File: src/design/lone_pkg.sv
`timescale 1ns / 1ps

package lone_pkg;

    localparam int MAX_DEPTH  = 4;
    localparam int COORD_BITS = 16;
    localparam int EXT_W      = COORD_BITS - 1;
    localparam int CODE_W     = 3 * MAX_DEPTH + 1;
    localparam int ROW_W      = CODE_W - 3;
    localparam int ROWS       = 1 << ROW_W;
    localparam int DEPTH_W    = 3;
    localparam int CFG_IDX_W  = 3;
    localparam int CFG_DATA_W = 16;

    typedef enum logic [1:0] {
        FN_LOOKUP = 2'd0,
        FN_SPLIT  = 2'd1,
        FN_REMOVE = 2'd2,
        FN_NONE   = 2'd3
    } t_func;

    typedef enum logic [1:0] {
        ST_OK      = 2'd0,
        ST_SPLIT   = 2'd1,
        ST_DEPTH   = 2'd2,
        ST_MISSING = 2'd3
    } t_status;

    typedef enum logic [2:0] {
        CFG_ROOT_X     = 3'd0,
        CFG_ROOT_Y     = 3'd1,
        CFG_ROOT_Z     = 3'd2,
        CFG_ROOT_SIZE  = 3'd3,
        CFG_ROOT_DEPTH = 3'd4
    } t_cfg_idx;

    typedef enum logic [3:0] {
        S_CLEAR,
        S_IDLE,
        S_ROOT,
        S_LK,
        S_SP1,
        S_SP2,
        S_RM,
        S_DONE
    } t_state;

    // memory address source
    typedef enum logic [2:0] {
        A_CLR,
        A_ZERO,
        A_IN_ROW,
        A_CODE_ROW,
        A_CODE,
        A_CUR,
        A_CHILD
    } t_addr_sel;

    typedef enum logic [1:0] {
        W_CLR,
        W_ALL,
        W_DROP
    } t_wdata_sel;

    typedef struct packed {
        logic       load_in;
        t_addr_sel  addr_sel;
        logic       we;
        t_wdata_sel wsel;
        logic       clr_step;
        logic       lk_step;
        logic       set_st;
        t_status    st;
        logic       load_out;
    } t_cmd;

    typedef struct packed {
        logic clr_last;
        logic root_bit;
        logic row_bit0;
        logic child_bit;
        logic code_bit;
        logic code_high;
        logic at_max;
        logic rem_zero;
        logic out_free;
    } t_sts;

    function automatic logic [DEPTH_W-1:0] rem_depth(input logic [DEPTH_W-1:0] level,
                                                     input logic [DEPTH_W-1:0] eff);
        return (level < eff) ? DEPTH_W'(eff - level) : '0;
    endfunction

    // true when a split of this code has no depth left (also for malformed codes)
    function automatic logic no_room(input logic [CODE_W-1:0] code,
                                     input logic [DEPTH_W-1:0] eff);
        logic                ok;
        logic [DEPTH_W-1:0]  lvl;
        ok  = 1'b0;
        lvl = '0;
        for (int l = 0; l <= MAX_DEPTH; l++) begin
            if ((code >> (3 * l)) == CODE_W'(1)) begin
                ok  = 1'b1;
                lvl = DEPTH_W'(l);
            end
        end
        return !ok || (rem_depth(lvl, eff) == '0);
    endfunction

    function automatic logic signed [COORD_BITS-1:0] sat_step(
        input logic signed [COORD_BITS-1:0] c,
        input logic        [EXT_W-1:0]      e,
        input logic                         up
    );
        logic signed [COORD_BITS:0] s;
        logic signed [COORD_BITS:0] ev;
        ev = $signed({2'b00, e});
        s  = up ? ($signed({c[COORD_BITS-1], c}) + ev) : ($signed({c[COORD_BITS-1], c}) - ev);
        if (s[COORD_BITS] != s[COORD_BITS-1]) begin
            return s[COORD_BITS] ? {1'b1, {(COORD_BITS-1){1'b0}}}
                                 : {1'b0, {(COORD_BITS-1){1'b1}}};
        end
        return s[COORD_BITS-1:0];
    endfunction

endpackage

File: src/design/lone_ctrl.sv
`timescale 1ns / 1ps

module lone_ctrl import lone_pkg::*; (
    input  logic       i_clk,
    input  logic       i_rst_n,
    input  logic       i_valid,
    input  logic [1:0] i_func,
    output logic       o_ready,
    input  t_sts       i_sts,
    output t_cmd       o_cmd
);

    t_state r_state;
    t_state n_state;

    always_ff @(posedge i_clk) begin
        if (!i_rst_n) begin
            r_state <= S_CLEAR;
        end else begin
            r_state <= n_state;
        end
    end

    assign o_ready = (r_state == S_IDLE);

    always_comb begin
        n_state        = r_state;
        o_cmd          = '0;
        o_cmd.addr_sel = A_CUR;
        o_cmd.wsel     = W_CLR;
        o_cmd.st       = ST_OK;
        case (r_state)
            S_CLEAR: begin
                o_cmd.addr_sel = A_CLR;
                o_cmd.we       = 1'b1;
                o_cmd.clr_step = 1'b1;
                if (i_sts.clr_last) begin
                    n_state = S_IDLE;
                end
            end
            S_IDLE: begin
                if (i_valid) begin
                    o_cmd.load_in = 1'b1;
                    case (t_func'(i_func))
                        FN_LOOKUP: begin
                            o_cmd.addr_sel = A_ZERO;
                            n_state        = S_ROOT;
                        end
                        FN_SPLIT: begin
                            o_cmd.addr_sel = A_IN_ROW;
                            n_state        = S_SP1;
                        end
                        FN_REMOVE: begin
                            o_cmd.addr_sel = A_IN_ROW;
                            n_state        = S_RM;
                        end
                        default: n_state = S_DONE;
                    endcase
                end
            end
            S_ROOT: begin
                if (!i_sts.root_bit) begin
                    o_cmd.set_st = 1'b1;
                    o_cmd.st     = ST_MISSING;
                    n_state      = S_DONE;
                end else begin
                    o_cmd.addr_sel = A_CUR;
                    n_state        = S_LK;
                end
            end
            S_LK: begin
                if (i_sts.at_max || !i_sts.row_bit0) begin
                    n_state = S_DONE;
                end else begin
                    o_cmd.lk_step  = 1'b1;
                    o_cmd.addr_sel = A_CHILD;
                    if (!i_sts.child_bit) begin
                        o_cmd.set_st = 1'b1;
                        o_cmd.st     = ST_MISSING;
                        n_state      = S_DONE;
                    end
                end
            end
            S_SP1: begin
                if (!i_sts.code_bit) begin
                    o_cmd.set_st = 1'b1;
                    o_cmd.st     = ST_MISSING;
                    n_state      = S_DONE;
                end else if (i_sts.code_high) begin
                    // children lie outside the store; such a code is at the bottom level
                    o_cmd.set_st = 1'b1;
                    o_cmd.st     = ST_DEPTH;
                    n_state      = S_DONE;
                end else begin
                    o_cmd.addr_sel = A_CODE;
                    n_state        = S_SP2;
                end
            end
            S_SP2: begin
                o_cmd.addr_sel = A_CODE;
                n_state        = S_DONE;
                if (i_sts.row_bit0) begin
                    o_cmd.set_st = 1'b1;
                    o_cmd.st     = ST_SPLIT;
                end else if (i_sts.rem_zero) begin
                    o_cmd.set_st = 1'b1;
                    o_cmd.st     = ST_DEPTH;
                end else begin
                    o_cmd.we   = 1'b1;
                    o_cmd.wsel = W_ALL;
                end
            end
            S_RM: begin
                o_cmd.addr_sel = A_CODE_ROW;
                n_state        = S_DONE;
                if (!i_sts.code_bit) begin
                    o_cmd.set_st = 1'b1;
                    o_cmd.st     = ST_MISSING;
                end else begin
                    o_cmd.we   = 1'b1;
                    o_cmd.wsel = W_DROP;
                end
            end
            S_DONE: begin
                if (i_sts.out_free) begin
                    o_cmd.load_out = 1'b1;
                    n_state        = S_IDLE;
                end
            end
            default: n_state = S_IDLE;
        endcase
    end

endmodule

File: config.mk
export PLATFORM = sky130hd
export DESIGN_NAME = lone_ctrl
export DESIGN_NICKNAME = d
export VERILOG_FILES = /design/src/design/lone_pkg.sv /design/src/design/lone_ctrl.sv
export SDC_FILE = /design/constraint.sdc
export NUM_CORES = 1
export LEC_CHECK = 0
export BUFFER_PORTS_ARGS = -buffer_cell sky130_fd_sc_hd__buf_4
export CELL_PAD_IN_SITES_DETAIL_PLACEMENT = 1
export CELL_PAD_IN_SITES_GLOBAL_PLACEMENT = 1
export CORE_MARGIN = 2
export CORE_UTILIZATION = 30
export DETAILED_ROUTE_END_ITERATION = 7
export PLACE_DENSITY = 0.78
export SYNTH_ARGS = -nofsm -noshare
export SYNTH_HDL_FRONTEND = slang
export SYNTH_SLANG_ARGS = --single-unit
export TNS_END_PERCENT = 50
File: constraint.sdc
create_clock -name i_clk -period 2.47 [get_ports i_clk]
set_input_delay 0 -clock i_clk [delete_from_list [all_inputs] [get_ports i_clk]]
set_output_delay 0 -clock i_clk [all_outputs]
set_load 0.01 [all_outputs]
==> metrics.txt <==
setup slack after placement 0.886 ns; CP required 2.47 ns; met2 WL post-DR 838 um; layout cell share with drive strength beyond 1 33.7%; via count 604; antenna violations before repair 0; Tcrit/Tclk final 74.8%; max layer used met3; Final Wtd Congestion 0.764; metal3 WL 89 um; GR Overflow Total 0; crit-path max FO 15; Max H-tree Level 1; sequential element share of the synthesized area 12.0%; Worst Reg-to-Reg Cells 4; Sink Count 3; Setup crit end kind output pin; FF+latch count, synth 3; clock-pin slew on the worst setup and hold paths 0.04 ns; 1st-iter DRT viols 0; final worst-path setup slack 0.623 ns; hold path cells 2; area of the mapped netlist 499 um2; max reg flops 3; Via density 5.30; number of max-cap violations 0; kind of critical path reg -> out; Nets 116; die width 44.8 um; ANT cells 0; LEAKAGE 0.370 nW; f_max 541 MHz; Reg with most FFs r_state; CTS root buf clkbuf_4; GRT Total Usage 17.5%; num ports 28; DP HPWL 1260 um; min-delay worst type in -> reg; Post-Syn Instances 71; Yosys cell types 33; CTS Buffer Depth 2; setup bufs post-CTS 0; largest registers r_state x3; Std-Cell Rows 14; Finish-stage setup viols 0; post-synth top area share 12.0%; status completed; Max Slew Vio Count 0; Post-CTS Hold Buffers 0; total CTS buffers 3; Avg WL per Cell 14.5 um; Area growth syn-to-layout 43.6%; drt pass-1 iters 1; final WL 1660 um; Die ar. 2010 um2; die height 44.8 um; Mean Syn Cell Area 7.03 um2; first-pass GRT wire length 2660 um; largest net degree at the start of global routing 18; Core ar. 1540 um2; Arr. time, crit path 1.85 ns; Port Buf Inserts 27; critical path startpoint category flop; number of global-route vias before repair 599; Post-Route Skew 0.000859 ns; Post-synth EDFFs 0; largest cells by area after synthesis dfxtp_1 12%, ha_1 7.5%, inv_1 6.8%; CTS tree built; Async S/R FF share, synth 0%; syn_nets 88; Filler cells 209; VDD IR-drop max 0.407 mV; PD cells 887 nW/um2; Worst slew margin 62.6%; RSZ-0062 raised after global routing no; yosys warns 0; Initial Util 32.4%; Setup TNS Final 0 ns; Worst-Margin Slew 0.560 ns; minimum clock period 1.85 ns; Metal-1 WL 727 um; Remaining DRCs 0; final hold violation count 0; Synth area leader dfxtp_1; Final ANT Viol Nets 0; Post-CTS Resized 0; clk_lat worst skew 0.23 ns; Most used DFF post-synth dfxtp_1
==> synthesized netlist by cell type (all sizes together) (3+ instances only) <==
cell	count
nor2	7
nand2	5
ha	3
buf	4
dfxtp	3
o21ai	4
inv	9
a21oi	5
nor3b	3
==> metal layers <==
| metal | up-vias | global-route usage [%] |
|---|---|---|
| li1 | 309 | - |
| met1 | 274 | 23.8 |
| met2 | 21 | 31.3 |
| met3 | 0 | 2.40 |
| met4 | 0 | 0 |
| met5 | - | 0 |
==> metrics by stage <==
| stage | power (mW) | cells | cell area [um2] | utilization [%] | hold WS (ns) |
|---|---|---|---|---|---|
| floorplan | 0.378 | 71 | 499 | - | 0.0550 |
| global placement | 0.542 | 110 | 691 | 44.8 | 0.274 |
| detailed placement | 0.547 | 110 | 691 | 44.8 | 0.278 |
| CTS | 0.642 | 114 | 717 | 46.5 | 0.0522 |
| global route | 0.694 | 114 | 717 | 46.5 | 0.0754 |
| finish | 0.636 | 114 | 717 | 46.5 | 0.0587 |
==> critical path, cell delays in order, from the launching register on <==
cell and delay (ns):
dfxtp_1 0.66, nor2_1 0.14, and4_4 0.26, a211oi_1 0.28
o21ai_0 0.13, buf_4 0.16
==> final cells by class <==
class | instances | area [um2] | area share, %
inverter | 9 | 33.8 | 4.71
timing repair buffer | 27 | 203 | 28.3
sequential | 3 | 60.1 | 8.38
tap | 16 | 20.0 | 2.79
multi-input combinational | 55 | 374 | 52.2
clock buffer | 4 | 26.3 | 3.66
==> path summary, 6_finish.rpt <==
kind | startpoint | to | slack (ns)
max | r_state[2] | o_cmd[2] | 0.62
min reg2reg | r_state[1] | r_state[1] | 0.72
max reg2reg | r_state[2] | r_state[1] | 0.84
min | i_rst_n | r_state[0] | 0.06
==> cell usage in the layout, fill, tap and decap left out, types with 3 or more instances in the layout <==
cell,count
inv_1,9
a21oi_1,5
nor2_1,7
ha_1,3
nand2_1,5
nor3b_1,3
buf_4,27
dfxtp_1,3
o21ai_0,3
clkbuf_4,3
==> cell families (layout without fill, tap and decap cells) <==
group | count (synthesis) | after routing | share of synthesized area (%)
fa+ha+maj | 3 | 3 | 7.52
compound gates | 22 | 22 | 32.3
buf+inv | 13 | 40 | 13.0
flops | 3 | 3 | 12.0
mux | 1 | 1 | 2.01
simple gates | 29 | 29 | 33.1
==> power breakdown <==
part | total, mW | switching [mW] | internal [mW]
Clock | 0.0857 | 0.0252 | 0.0605
Combinational | 0.411 | 0.193 | 0.217
Sequential | 0.140 | 0.0733 | 0.0662
Total | 0.636 | 0.292 | 0.344
Note: power is estimated with default switching activity, not from simulation.
